`config.mk`:
```
export PLATFORM = sky130hd
export DESIGN_NAME = polygon_grid_cell_binning_core_flat
export DESIGN_NICKNAME = d
export VERILOG_FILES = /design/src/design/pgcb_pkg.sv /design/src/design/pgcb_ifs.sv /design/src/design/polygon_grid_cell_binning_core.sv /design/src/design/pgcb_ctrl.sv /design/src/design/pgcb_dpath.sv /design/src/flat_wrapper.sv
export VERILOG_INCLUDE_DIRS = /design/src /design/src/design
export SDC_FILE = /design/constraint.sdc
export NUM_CORES = 2
export LEC_CHECK = 0
export BUFFER_PORTS_ARGS = -buffer_cell sky130_fd_sc_hd__buf_4
export CAP_MARGIN = 20
export CORE_MARGIN = 2
export CORE_UTILIZATION = 55
export CTS_CLUSTER_DIAMETER = 200
export CTS_CLUSTER_SIZE = 10
export DETAILED_ROUTE_END_ITERATION = 16
export HOLD_SLACK_MARGIN = 0.15
export PLACE_DENSITY_LB_ADDON = 0.2
export SYNTH_ARGS = -nofsm -noshare
export SYNTH_HDL_FRONTEND = slang
export SYNTH_SLANG_ARGS = --single-unit
```
`constraint.sdc`:
```
create_clock -name clk -period 15.9 [get_ports clk]
set_input_delay 0.795 -clock clk [delete_from_list [all_inputs] [get_ports clk]]
set_output_delay 0.795 -clock clk [all_outputs]
set_load 0.05 [all_outputs]
```
`src/design/polygon_grid_cell_binning_core_macros.svh`:
```
// assertion macros for the polygon grid cell binning core
// used by the top level, needs nothing else
`ifndef POLYGON_GRID_CELL_BINNING_CORE_MACROS_SVH
`define POLYGON_GRID_CELL_BINNING_CORE_MACROS_SVH

// same-cycle implication, disabled in reset
`define PGCB_ASSERT_NOW(label, clk, rst_n, ante, cons, msg) \
  label: assert property (@(posedge clk) disable iff (!rst_n) (ante) |-> (cons)) \
    else $error(msg);

// next-cycle implication, disabled in reset
`define PGCB_ASSERT_NXT(label, clk, rst_n, ante, cons, msg) \
  label: assert property (@(posedge clk) disable iff (!rst_n) (ante) |=> (cons)) \
    else $error(msg);

`endif

```
`src/design/pgcb_pkg.sv`:
```
// shared types and constants of the polygon grid cell binning core
// no dependencies
`timescale 1ns / 1ps

package pgcb_pkg;

  localparam int COORD_BITS    = 32;
  localparam int INV_BITS      = 32;
  localparam int PROD_BITS     = COORD_BITS + INV_BITS;
  localparam int PROD_SHIFT    = 32;
  localparam int ID_BITS       = 13;
  localparam int GRID_BITS     = 5;
  localparam int MAX_GRID_DEF  = 16;
  localparam int CFG_ADDR_BITS = 3;
  localparam int CFG_DATA_BITS = 32;

  localparam logic [CFG_ADDR_BITS-1:0] REG_X_LOW      = 3'd0;
  localparam logic [CFG_ADDR_BITS-1:0] REG_Y_LOW      = 3'd1;
  localparam logic [CFG_ADDR_BITS-1:0] REG_Z_LOW      = 3'd2;
  localparam logic [CFG_ADDR_BITS-1:0] REG_X_INV_CELL = 3'd3;
  localparam logic [CFG_ADDR_BITS-1:0] REG_Y_INV_CELL = 3'd4;
  localparam logic [CFG_ADDR_BITS-1:0] REG_Z_INV_CELL = 3'd5;
  localparam logic [CFG_ADDR_BITS-1:0] REG_GRID       = 3'd6;

  localparam logic [INV_BITS-1:0]  INV_RESET  = 32'd65536;
  localparam logic [GRID_BITS-1:0] GRID_RESET = 5'd2;

  typedef enum logic [1:0] {
    AXIS_X = 2'd0,
    AXIS_Y = 2'd1,
    AXIS_Z = 2'd2
  } axis_t;

  typedef struct packed {
    logic  capture;
    logic  mul_en;
    axis_t mul_axis;
    logic  scale_en;
    axis_t scale_axis;
    logic  comb1;
    logic  comb2;
    logic  update;
  } pgcb_cmd_t;

  typedef struct packed {
    logic last;
  } pgcb_status_t;

endpackage

```
`src/design/pgcb_ifs.sv`:
```
// valid/ready channel interfaces for vertex items and cell id items
// depends on pgcb_pkg
`timescale 1ns / 1ps

interface pgcb_vtx_if;
  logic                                   valid;
  logic                                   ready;
  logic signed [pgcb_pkg::COORD_BITS-1:0] vertex_x;
  logic signed [pgcb_pkg::COORD_BITS-1:0] vertex_y;
  logic signed [pgcb_pkg::COORD_BITS-1:0] vertex_z;
  logic                                   last_vertex;

  modport source (output valid, output vertex_x, output vertex_y, output vertex_z,
                  output last_vertex, input ready);
  modport sink (input valid, input vertex_x, input vertex_y, input vertex_z,
                input last_vertex, output ready);
endinterface

interface pgcb_cell_if;
  logic                             valid;
  logic                             ready;
  logic [pgcb_pkg::ID_BITS-1:0]     cell_id;

  modport source (output valid, output cell_id, input ready);
  modport sink (input valid, input cell_id, output ready);
endinterface

```
`src/design/polygon_grid_cell_binning_core.sv`:
```
// each accepted vertex runs through the shared 32x32 multiplier, axis by axis, then
// two id combine steps and the polygon state update; a closing vertex's cell id goes
// to the output register; the next vertex is taken only after that update
// a held result does not block the next vertex until that vertex closes a polygon
// reset: synchronous active-low rst_n restores the register defaults and opens a new
// polygon; no clearing pass
`timescale 1ns / 1ps

`include "polygon_grid_cell_binning_core_macros.svh"

module polygon_grid_cell_binning_core #(
  parameter int MAX_GRID = pgcb_pkg::MAX_GRID_DEF
) (
  input  logic                               clk,
  input  logic                               rst_n,
  input  logic                               cfg_we,
  input  logic [pgcb_pkg::CFG_ADDR_BITS-1:0] cfg_addr,
  input  logic [pgcb_pkg::CFG_DATA_BITS-1:0] cfg_wdata,
  pgcb_vtx_if.sink                           in_vtx,
  pgcb_cell_if.source                        out_cell
);

  pgcb_pkg::pgcb_cmd_t    ctl_cmd;
  pgcb_pkg::pgcb_status_t dp_status;
  logic                   ctl_in_ready;
  logic                   ctl_out_valid;
  logic [pgcb_pkg::ID_BITS-1:0] dp_cell_id;

  pgcb_ctrl u_ctrl (
    .clk       (clk),
    .rst_n     (rst_n),
    .in_valid  (in_vtx.valid),
    .in_ready  (ctl_in_ready),
    .out_ready (out_cell.ready),
    .out_valid (ctl_out_valid),
    .status    (dp_status),
    .cmd       (ctl_cmd)
  );

  pgcb_dpath #(
    .MAX_GRID (MAX_GRID)
  ) u_dpath (
    .clk         (clk),
    .rst_n       (rst_n),
    .cfg_we      (cfg_we),
    .cfg_addr    (cfg_addr),
    .cfg_wdata   (cfg_wdata),
    .vertex_x    (in_vtx.vertex_x),
    .vertex_y    (in_vtx.vertex_y),
    .vertex_z    (in_vtx.vertex_z),
    .last_vertex (in_vtx.last_vertex),
    .cmd         (ctl_cmd),
    .status      (dp_status),
    .cell_id     (dp_cell_id)
  );

  assign in_vtx.ready     = ctl_in_ready;
  assign out_cell.valid   = ctl_out_valid;
  assign out_cell.cell_id = dp_cell_id;

  `PGCB_ASSERT_NXT(a_accept_starts_mul, clk, rst_n, in_vtx.valid && in_vtx.ready, ctl_cmd.mul_en, "accepted item did not start the multiplier pass")
  `PGCB_ASSERT_NOW(a_no_accept_busy, clk, rst_n, in_vtx.ready, !ctl_cmd.mul_en && !ctl_cmd.scale_en && !ctl_cmd.comb1 && !ctl_cmd.comb2, "input ready while an item is in flight")
  `PGCB_ASSERT_NOW(a_result_from_last, clk, rst_n, $rose(out_cell.valid), $past(ctl_cmd.update && dp_status.last), "result raised without a closing vertex update")

endmodule

```
`src/design/pgcb_ctrl.sv`:
```
// controller: sequences the shared multiplier over the axes, the id combine
// and the polygon state update; depends on pgcb_pkg
`timescale 1ns / 1ps

module pgcb_ctrl (
  input  logic                   clk,
  input  logic                   rst_n,
  input  logic                   in_valid,
  output logic                   in_ready,
  input  logic                   out_ready,
  output logic                   out_valid,
  input  pgcb_pkg::pgcb_status_t status,
  output pgcb_pkg::pgcb_cmd_t    cmd
);

  typedef enum logic [4:0] {
    ST_IDLE = 5'b00001,
    ST_MUL  = 5'b00010,
    ST_FIN  = 5'b00100,
    ST_COMB = 5'b01000,
    ST_UPD  = 5'b10000
  } state_t;

  state_t                state_r, state_nxt;
  logic [1:0]            cnt_r, cnt_nxt;
  logic                  scale_vld_r, scale_vld_nxt;
  pgcb_pkg::axis_t       scale_axis_r, scale_axis_nxt;
  logic                  out_valid_r, out_valid_nxt;
  pgcb_pkg::axis_t       mul_axis;
  logic                  accept;
  logic                  upd_go;

  // z first so that y and z are ready for the first combine step
  always_comb begin
    case (cnt_r)
      2'd0:    mul_axis = pgcb_pkg::AXIS_Z;
      2'd1:    mul_axis = pgcb_pkg::AXIS_Y;
      default: mul_axis = pgcb_pkg::AXIS_X;
    endcase
  end

  assign in_ready  = (state_r == ST_IDLE);
  assign accept    = in_valid && in_ready;
  assign out_valid = out_valid_r;
  // a closing vertex waits while the previous result is still held
  assign upd_go    = (state_r == ST_UPD) && (!status.last || !out_valid_r || out_ready);

  always_comb begin
    cmd.capture    = accept;
    cmd.mul_en     = (state_r == ST_MUL);
    cmd.mul_axis   = mul_axis;
    cmd.scale_en   = scale_vld_r;
    cmd.scale_axis = scale_axis_r;
    cmd.comb1      = (state_r == ST_FIN);
    cmd.comb2      = (state_r == ST_COMB);
    cmd.update     = upd_go;
  end

  always_comb begin
    state_nxt      = state_r;
    cnt_nxt        = cnt_r;
    scale_vld_nxt  = (state_r == ST_MUL);
    scale_axis_nxt = mul_axis;
    out_valid_nxt  = (upd_go && status.last) || (out_valid_r && !out_ready);
    case (state_r)
      ST_IDLE: begin
        cnt_nxt = 2'd0;
        if (accept) begin
          state_nxt = ST_MUL;
        end
      end
      ST_MUL: begin
        cnt_nxt = cnt_r + 2'd1;
        if (cnt_r == 2'd2) begin
          state_nxt = ST_FIN;
        end
      end
      ST_FIN: begin
        state_nxt = ST_COMB;
      end
      ST_COMB: begin
        state_nxt = ST_UPD;
      end
      ST_UPD: begin
        if (upd_go) begin
          state_nxt = ST_IDLE;
        end
      end
      default: begin
        state_nxt = ST_IDLE;
      end
    endcase
  end

  always_ff @(posedge clk) begin
    if (!rst_n) begin
      state_r      <= ST_IDLE;
      cnt_r        <= 2'd0;
      scale_vld_r  <= 1'b0;
      scale_axis_r <= pgcb_pkg::AXIS_X;
      out_valid_r  <= 1'b0;
    end else begin
      state_r      <= state_nxt;
      cnt_r        <= cnt_nxt;
      scale_vld_r  <= scale_vld_nxt;
      scale_axis_r <= scale_axis_nxt;
      out_valid_r  <= out_valid_nxt;
    end
  end

endmodule

```
`src/design/pgcb_dpath.sv`:
```
// datapath: configuration registers, axis distance, shared 32x32 multiplier,
// clamp, id combine, polygon state and result register; depends on pgcb_pkg
`timescale 1ns / 1ps

module pgcb_dpath #(
  parameter int MAX_GRID = pgcb_pkg::MAX_GRID_DEF
) (
  input  logic                                   clk,
  input  logic                                   rst_n,
  input  logic                                   cfg_we,
  input  logic [pgcb_pkg::CFG_ADDR_BITS-1:0]     cfg_addr,
  input  logic [pgcb_pkg::CFG_DATA_BITS-1:0]     cfg_wdata,
  input  logic signed [pgcb_pkg::COORD_BITS-1:0] vertex_x,
  input  logic signed [pgcb_pkg::COORD_BITS-1:0] vertex_y,
  input  logic signed [pgcb_pkg::COORD_BITS-1:0] vertex_z,
  input  logic                                   last_vertex,
  input  pgcb_pkg::pgcb_cmd_t                    cmd,
  output pgcb_pkg::pgcb_status_t                 status,
  output logic [pgcb_pkg::ID_BITS-1:0]           cell_id
);

  localparam int CB  = pgcb_pkg::COORD_BITS;
  localparam int IB  = pgcb_pkg::INV_BITS;
  localparam int PW  = pgcb_pkg::PROD_BITS;
  localparam int SH  = pgcb_pkg::PROD_SHIFT;
  localparam int QW  = PW - SH + 1;
  localparam int IDB = pgcb_pkg::ID_BITS;
  localparam int GB  = pgcb_pkg::GRID_BITS;
  localparam int NW  = $clog2(MAX_GRID + 1);
  localparam int IW  = (MAX_GRID > 1) ? $clog2(MAX_GRID) : 1;

  function automatic logic [CB:0] abs_diff(input logic [CB-1:0] c, input logic [CB-1:0] l);
    logic [CB:0] d_pos;
    logic [CB:0] d_neg;
    d_pos = {c[CB-1], c} - {l[CB-1], l};
    d_neg = {l[CB-1], l} - {c[CB-1], c};
    return d_pos[CB] ? d_neg : d_pos;
  endfunction

  logic [CB-1:0]  low_r [3];
  logic [IB-1:0]  inv_r [3];
  logic [GB-1:0]  grid_r;
  logic [CB:0]    mag_r [3];
  logic           last_r;
  logic [PW-1:0]  prod_r;
  logic           hi_r;
  logic [IW-1:0]  idx_r [3];
  logic [IDB-1:0] t_r;
  logic [IDB-1:0] id_r;
  logic [IDB-1:0] first_cell_r;
  logic           spans_r;
  logic           at_first_r;
  logic [IDB-1:0] cell_id_r;

  logic [NW-1:0]  n_eff;
  logic [GB:0]    grid_ext;
  logic [CB:0]    mag_sel;
  logic [QW-1:0]  q;
  logic [IW-1:0]  q_clamp;
  logic [IDB-1:0] f_first;
  logic           f_spans;

  // zero cells counts as one, anything above the limit saturates
  assign grid_ext = {1'b0, grid_r};
  always_comb begin
    if (grid_r == '0) begin
      n_eff = NW'(1);
    end else if (grid_ext > (GB + 1)'(MAX_GRID)) begin
      n_eff = NW'(MAX_GRID);
    end else begin
      n_eff = NW'(grid_ext);
    end
  end

  assign mag_sel = mag_r[cmd.mul_axis];

  // integer part of |d| * inv / 2^32; the upper magnitude bit adds a whole inv
  always_comb begin
    q = {1'b0, prod_r[PW-1:SH]};
    if (hi_r) begin
      q = q + QW'(inv_r[cmd.scale_axis]);
    end
    if (q >= QW'(n_eff)) begin
      q_clamp = IW'(n_eff - NW'(1));
    end else begin
      q_clamp = IW'(q);
    end
  end

  assign f_first = at_first_r ? id_r : first_cell_r;
  assign f_spans = at_first_r ? 1'b0 : (spans_r || (id_r != first_cell_r));

  always_ff @(posedge clk) begin
    if (!rst_n) begin
      low_r[pgcb_pkg::AXIS_X] <= '0;
      low_r[pgcb_pkg::AXIS_Y] <= '0;
      low_r[pgcb_pkg::AXIS_Z] <= '0;
      inv_r[pgcb_pkg::AXIS_X] <= pgcb_pkg::INV_RESET;
      inv_r[pgcb_pkg::AXIS_Y] <= pgcb_pkg::INV_RESET;
      inv_r[pgcb_pkg::AXIS_Z] <= pgcb_pkg::INV_RESET;
      grid_r                  <= pgcb_pkg::GRID_RESET;
    end else if (cfg_we) begin
      case (cfg_addr)
        pgcb_pkg::REG_X_LOW:      low_r[pgcb_pkg::AXIS_X] <= CB'(cfg_wdata);
        pgcb_pkg::REG_Y_LOW:      low_r[pgcb_pkg::AXIS_Y] <= CB'(cfg_wdata);
        pgcb_pkg::REG_Z_LOW:      low_r[pgcb_pkg::AXIS_Z] <= CB'(cfg_wdata);
        pgcb_pkg::REG_X_INV_CELL: inv_r[pgcb_pkg::AXIS_X] <= IB'(cfg_wdata);
        pgcb_pkg::REG_Y_INV_CELL: inv_r[pgcb_pkg::AXIS_Y] <= IB'(cfg_wdata);
        pgcb_pkg::REG_Z_INV_CELL: inv_r[pgcb_pkg::AXIS_Z] <= IB'(cfg_wdata);
        pgcb_pkg::REG_GRID:       grid_r <= cfg_wdata[GB-1:0];
        default: begin
        end
      endcase
    end
  end

  // payload registers
  always_ff @(posedge clk) begin
    if (cmd.capture) begin
      mag_r[pgcb_pkg::AXIS_X] <= abs_diff(vertex_x, low_r[pgcb_pkg::AXIS_X]);
      mag_r[pgcb_pkg::AXIS_Y] <= abs_diff(vertex_y, low_r[pgcb_pkg::AXIS_Y]);
      mag_r[pgcb_pkg::AXIS_Z] <= abs_diff(vertex_z, low_r[pgcb_pkg::AXIS_Z]);
      last_r                  <= last_vertex;
    end
    if (cmd.mul_en) begin
      prod_r <= PW'(mag_sel[CB-1:0]) * PW'(inv_r[cmd.mul_axis]);
      hi_r   <= mag_sel[CB];
    end
    if (cmd.scale_en) begin
      idx_r[cmd.scale_axis] <= q_clamp;
    end
    // id = 1 + x + n * (y + n * z), modulo the id width
    if (cmd.comb1) begin
      t_r <= IDB'(idx_r[pgcb_pkg::AXIS_Y]) + IDB'(n_eff) * IDB'(idx_r[pgcb_pkg::AXIS_Z]);
    end
    if (cmd.comb2) begin
      id_r <= IDB'(1) + IDB'(idx_r[pgcb_pkg::AXIS_X]) + IDB'(n_eff) * t_r;
    end
    if (cmd.update && last_r) begin
      cell_id_r <= f_spans ? '0 : f_first;
    end
  end

  always_ff @(posedge clk) begin
    if (!rst_n) begin
      first_cell_r <= '0;
      spans_r      <= 1'b0;
      at_first_r   <= 1'b1;
    end else if (cmd.update) begin
      first_cell_r <= f_first;
      spans_r      <= last_r ? 1'b0 : f_spans;
      at_first_r   <= last_r;
    end
  end

  assign status.last = last_r;
  assign cell_id     = cell_id_r;

endmodule

```
`src/flat_wrapper.sv`:
```
// flat-port wrapper written by rule: the top's interface ports become plain ports
module polygon_grid_cell_binning_core_flat 
#(
  parameter int MAX_GRID = pgcb_pkg::MAX_GRID_DEF
)
  (clk, rst_n, cfg_we, cfg_addr, cfg_wdata, in_vtx_valid, in_vtx_vertex_x, in_vtx_vertex_y, in_vtx_vertex_z, in_vtx_last_vertex, in_vtx_ready, out_cell_valid, out_cell_cell_id, out_cell_ready);
  pgcb_vtx_if in_vtx_i ();
  pgcb_cell_if out_cell_i ();
  input  logic clk;
  input  logic rst_n;
  input  logic cfg_we;
  input  logic [pgcb_pkg::CFG_ADDR_BITS-1:0] cfg_addr;
  input  logic [pgcb_pkg::CFG_DATA_BITS-1:0] cfg_wdata;
  input wire logic [$bits(in_vtx_i.valid)-1:0] in_vtx_valid;
  input wire logic [$bits(in_vtx_i.vertex_x)-1:0] in_vtx_vertex_x;
  input wire logic [$bits(in_vtx_i.vertex_y)-1:0] in_vtx_vertex_y;
  input wire logic [$bits(in_vtx_i.vertex_z)-1:0] in_vtx_vertex_z;
  input wire logic [$bits(in_vtx_i.last_vertex)-1:0] in_vtx_last_vertex;
  output wire logic [$bits(in_vtx_i.ready)-1:0] in_vtx_ready;
  output wire logic [$bits(out_cell_i.valid)-1:0] out_cell_valid;
  output wire logic [$bits(out_cell_i.cell_id)-1:0] out_cell_cell_id;
  input wire logic [$bits(out_cell_i.ready)-1:0] out_cell_ready;
  assign in_vtx_i.valid = in_vtx_valid;
  assign in_vtx_i.vertex_x = in_vtx_vertex_x;
  assign in_vtx_i.vertex_y = in_vtx_vertex_y;
  assign in_vtx_i.vertex_z = in_vtx_vertex_z;
  assign in_vtx_i.last_vertex = in_vtx_last_vertex;
  assign in_vtx_ready = in_vtx_i.ready;
  assign out_cell_valid = out_cell_i.valid;
  assign out_cell_cell_id = out_cell_i.cell_id;
  assign out_cell_i.ready = out_cell_ready;
  polygon_grid_cell_binning_core #(.MAX_GRID(MAX_GRID)) u_core (.clk(clk), .rst_n(rst_n), .cfg_we(cfg_we), .cfg_addr(cfg_addr), .cfg_wdata(cfg_wdata), .in_vtx(in_vtx_i), .out_cell(out_cell_i));
endmodule
```
==> flow_summary.rst <==
.. list-table::
   :header-rows: 1

   * - Metric
     - Value
   * - FP Rows
     - 122
   * - Capture instance of the worst register-to-register path
     - u_core.u_dpath.prod_r[62]$_DFFE_PP_
   * - R2R Path Start
     - u_core.u_ctrl.cnt_r[1]$_SDFFE_PN0P_
   * - Count of pins over their slew limit
     - 0
   * - DRT Wirelength
     - 206,300 um
   * - Worst setup skew after layout
     - 0.03910 ns
   * - Final weighted congestion in routability-driven placement
     - 1.009
   * - Flop2flop setup slack
     - 4.10 ns
   * - Required time of the critical path
     - 16.25 ns
   * - Clock sink count
     - 404
   * - Drt wl/cell
     - 24.90 um
   * - Category of the worst setup path capture point
     - flop
   * - Layout overhead on the synthesized area
     - 6.875%
   * - Proportion of synthesized area in mux cells
     - 2.841%
   * - DRC errors left
     - 0
   * - Unrepaired setup endpoints after global routing
     - no
   * - Fin crit period
     - 11.80 ns
   * - Share of the synthesized area in compound gates (AO/OA/AOI/OAI)
     - 11.38%
   * - Number of synthesized register bits
     - 404
   * - Max-slew headroom
     - 20.17%
   * - Synth area leaders
     - fa_1 30%, edfxtp_1 18%, ha_1 11%
   * - Fraction of synthesis flops using an asynchronous set or reset pin
     - 0%
   * - MaxCap Viol Count
     - 0
   * - Crit Path Max Fanout
     - 42
   * - FMAX
     - 0.08474 GHz
   * - Post-synth top area cell
     - fa_1
   * - Total grt overflow
     - 0
   * - CP Data Arrival Time
     - 12.15 ns
   * - Destination of the critical timing path
     - u_core.u_dpath.prod_r[62]$_DFFE_PP_
   * - Part of the cycle the worst path needs
     - 74.22%
   * - Top-count cell post-synth
     - inv_1
   * - Number of hold-slack violations in the final timing report
     - 0
   * - I/O Buffers
     - 151
   * - Die Footprint
     - 114,800 um^2
   * - CTS buffer count
     - 46
   * - Antenna Nets Post-Route
     - 0
   * - Count of endpoints failing setup in the final report
     - 0
   * - Delay of the slowest critical-path stage
     - 0.94 ns
   * - Main combinational cell family by area after synthesis
     - adder cells
   * - Worst reg-to-reg path cell count
     - 28
   * - Element type at the critical path start
     - flop
   * - Overall Global Routing Usage
     - 36.18%
   * - Wire length of the first global-routing pass
     - 311,600 um
   * - CP dominant cell by count
     - fa_1
   * - Horiz. Die Dim
     - 338.8 um
   * - Cell Area, Synth
     - 61,660 um^2
   * - Outcome
     - completed
   * - Yosys top cell area share
     - 30.49%
   * - Net count of the mapped netlist
     - 8,386
   * - Routed vias
     - 49.70k
   * - Number of top-level pins
     - 152
   * - Category of the most critical setup path
     - flop to flop
   * - Number of antenna violations at the first check in global routing
     - 8
   * - # Post-CTS Setup Buffers
     - 0
   * - Floorplan Core Area
     - 111,000 um^2
   * - Total number of H-tree levels
     - 2
   * - Worst hold path class
     - input pin to flop
   * - Clock insertion delay at the later pin of the skew report
     - 0.62 ns
   * - Via count of the first global-routing pass
     - 51.69k
   * - DRT iter0 DRCs
     - 4,705
   * - Post-synthesis area per instance
     - 9.104 um^2
   * - Critical-path top delay cell
     - o21a_1
   * - Post-CTS Hold Buffers
     - 0
   * - Worst-path clk slew
     - 0.07 ns
   * - Most used standard cells in the synthesized netlist
     - 1,161 x inv_1, 939 x fa_1, 769 x nor2_1
   * - Share of synthesized cell area in and, or, nand and nor gates
     - 13.76%
   * - Avg Vias per Cell
     - 5.998
   * - XOR/XNOR Fraction of Synth Area
     - 2.386%
   * - Effective utilization at floorplan
     - 55.56%
   * - CTS tree
     - yes
   * - Fraction of final layout cells with drive strength greater than 1
     - 5.989%
   * - Share of the yosys chip area belonging to registers
     - 19.17%
   * - First-pass detailed-route iteration total
     - 6
   * - Primary FF master, synth
     - edfxtp_1
   * - Maximum number of pins on one net before global-route repair
     - 154
   * - Total of cells resized after clock tree synthesis
     - 0
   * - Hold path start
     - in_vtx_last_vertex
   * - Number of distinct standard cells referenced by the synthesized netlist
     - 82
   * - Buffer levels on the longest clock path
     - 3
   * - Root Buffer Master
     - clkbuf_16
   * - Fraction of the mapped netlist area in adder cells
     - 41.38%
   * - Slew @ Worst Pin
     - 1.197 ns
   * - Count of synthesis-stage warnings from yosys
     - 0
   * - Gate count after technology mapping
     - 6,773
   * - Post-synth EDFFs
     - 373
   * - Detailed placement HPWL
     - 161,700 um
   * - # nets final
     - 8,388
   * - Setup_tns
     - 0 ns
   * - Timing startpoint of the critical path
     - u_core.u_ctrl.cnt_r[1]$_SDFFE_PN0P_
   * - Y dimension of the die
     - 338.8 um
state kept, by name, summed over array words and instances (netlist names), 5 cells and up:
register and count:
u_core.u_dpath.first_cell_r 13, u_core.u_dpath.id_r 13, u_core.u_dpath.grid_r 5, u_core.u_dpath.t_r 10, u_core.u_dpath.idx_r 12, u_core.u_dpath.inv_r 96, u_core.u_ctrl.state_r 5, u_core.u_dpath.mag_r 99
u_core.u_dpath.prod_r 32, u_core.u_dpath.cell_id 13, u_core.u_dpath.low_r 96
cells in the final DEF (no fill, tap or decap), drive strengths merged, types with 125 or more instances in the layout:
cell type,Yosys,final
buf,50,281
mux2i,157,157
edfxtp,373,373
nor2,769,769
fa,939,939
o21ai,270,270
inv,1161,1162
and2,125,125
ha,537,537
a21oi,321,321
nand2,723,723
a21o,157,157
layer usage:
layer  GRT usage [%]  vias up  wire (um)
li1                -    21690          -
met1           45.29    24750      77990
met2           57.85     2550      92660
met3           6.858      715      19190
met4           23.06        4      16450
met5               0        -         25
critical path: cells and delay by family, from the launching register on:
family	cells	cell delay [ns]
multiplexers	1	0.29
AND/OR/NAND/NOR	3	0.48
buffers and inverters	4	0.74
adder cells (fa/ha/maj)	10	5.19
XOR/XNOR	1	0.15
AO/OA/AOI/OAI	9	4.22
flip-flops	1	0.32
how the worst min path moves through the flow:
| stage | endpoint | slack [ns] | cells after the start |
|---|---|---|---|
| 6_report | u_core.u_dpath.status$_DFFE_PP_ | 0.37 | 1 |
| 5_1_grt | u_core.u_dpath.status$_DFFE_PP_ | 0.36 | 1 |
| 4_1_cts | u_core.u_dpath.status$_DFFE_PP_ | 0.35 | 1 |
| 3_5_place_dp | u_core.u_dpath.spans_r$_SDFFE_PN0P_ | 0.51 | 2 |
| 3_3_place_gp | u_core.u_dpath.spans_r$_SDFFE_PN0P_ | 0.47 | 2 |
| 2_1_floorplan | u_core.u_dpath.spans_r$_SDFFE_PN0P_ | 0.45 | 2 |
kinds of logic after synthesis:
logic type      Yosys count
fa+ha+maj              1476
mux                     173
flops                   404
simple gates           1957
compound gates         1106
xor+xnor                168
buf+inv                1489
metrics by stage:
step	cells	cell area [um^2]	hold WS (ns)	utilization, %	setup WS (ns)
6_report	8287	65900	0.3703	59.38	4.099
5_1_grt	8284	65890	0.3595	59.38	3.903
4_1_cts	8283	65880	0.3494	59.37	4.424
3_5_place_dp	8214	64610	0.5054	58.22	4.481
3_3_place_gp	8212	64580	0.4730	58.19	4.547
2_1_floorplan	6773	61660	0.4503	-	6.716
cell type report:
class	instances	area (um^2)
Antenna cell	3	7.507
Clock buffer	66	1226
Clock inverter	3	46.29
Fill cell	9873	45070
Inverter	1162	4362
Multi-Input combinational cell	4880	44430
Sequential cell	404	11820
Tap cell	1488	1862
Timing Repair Buffer	281	2142
Power is not shown: default switching activity piles up to over one toggle a cycle in this logic, so the estimate is an artifact.
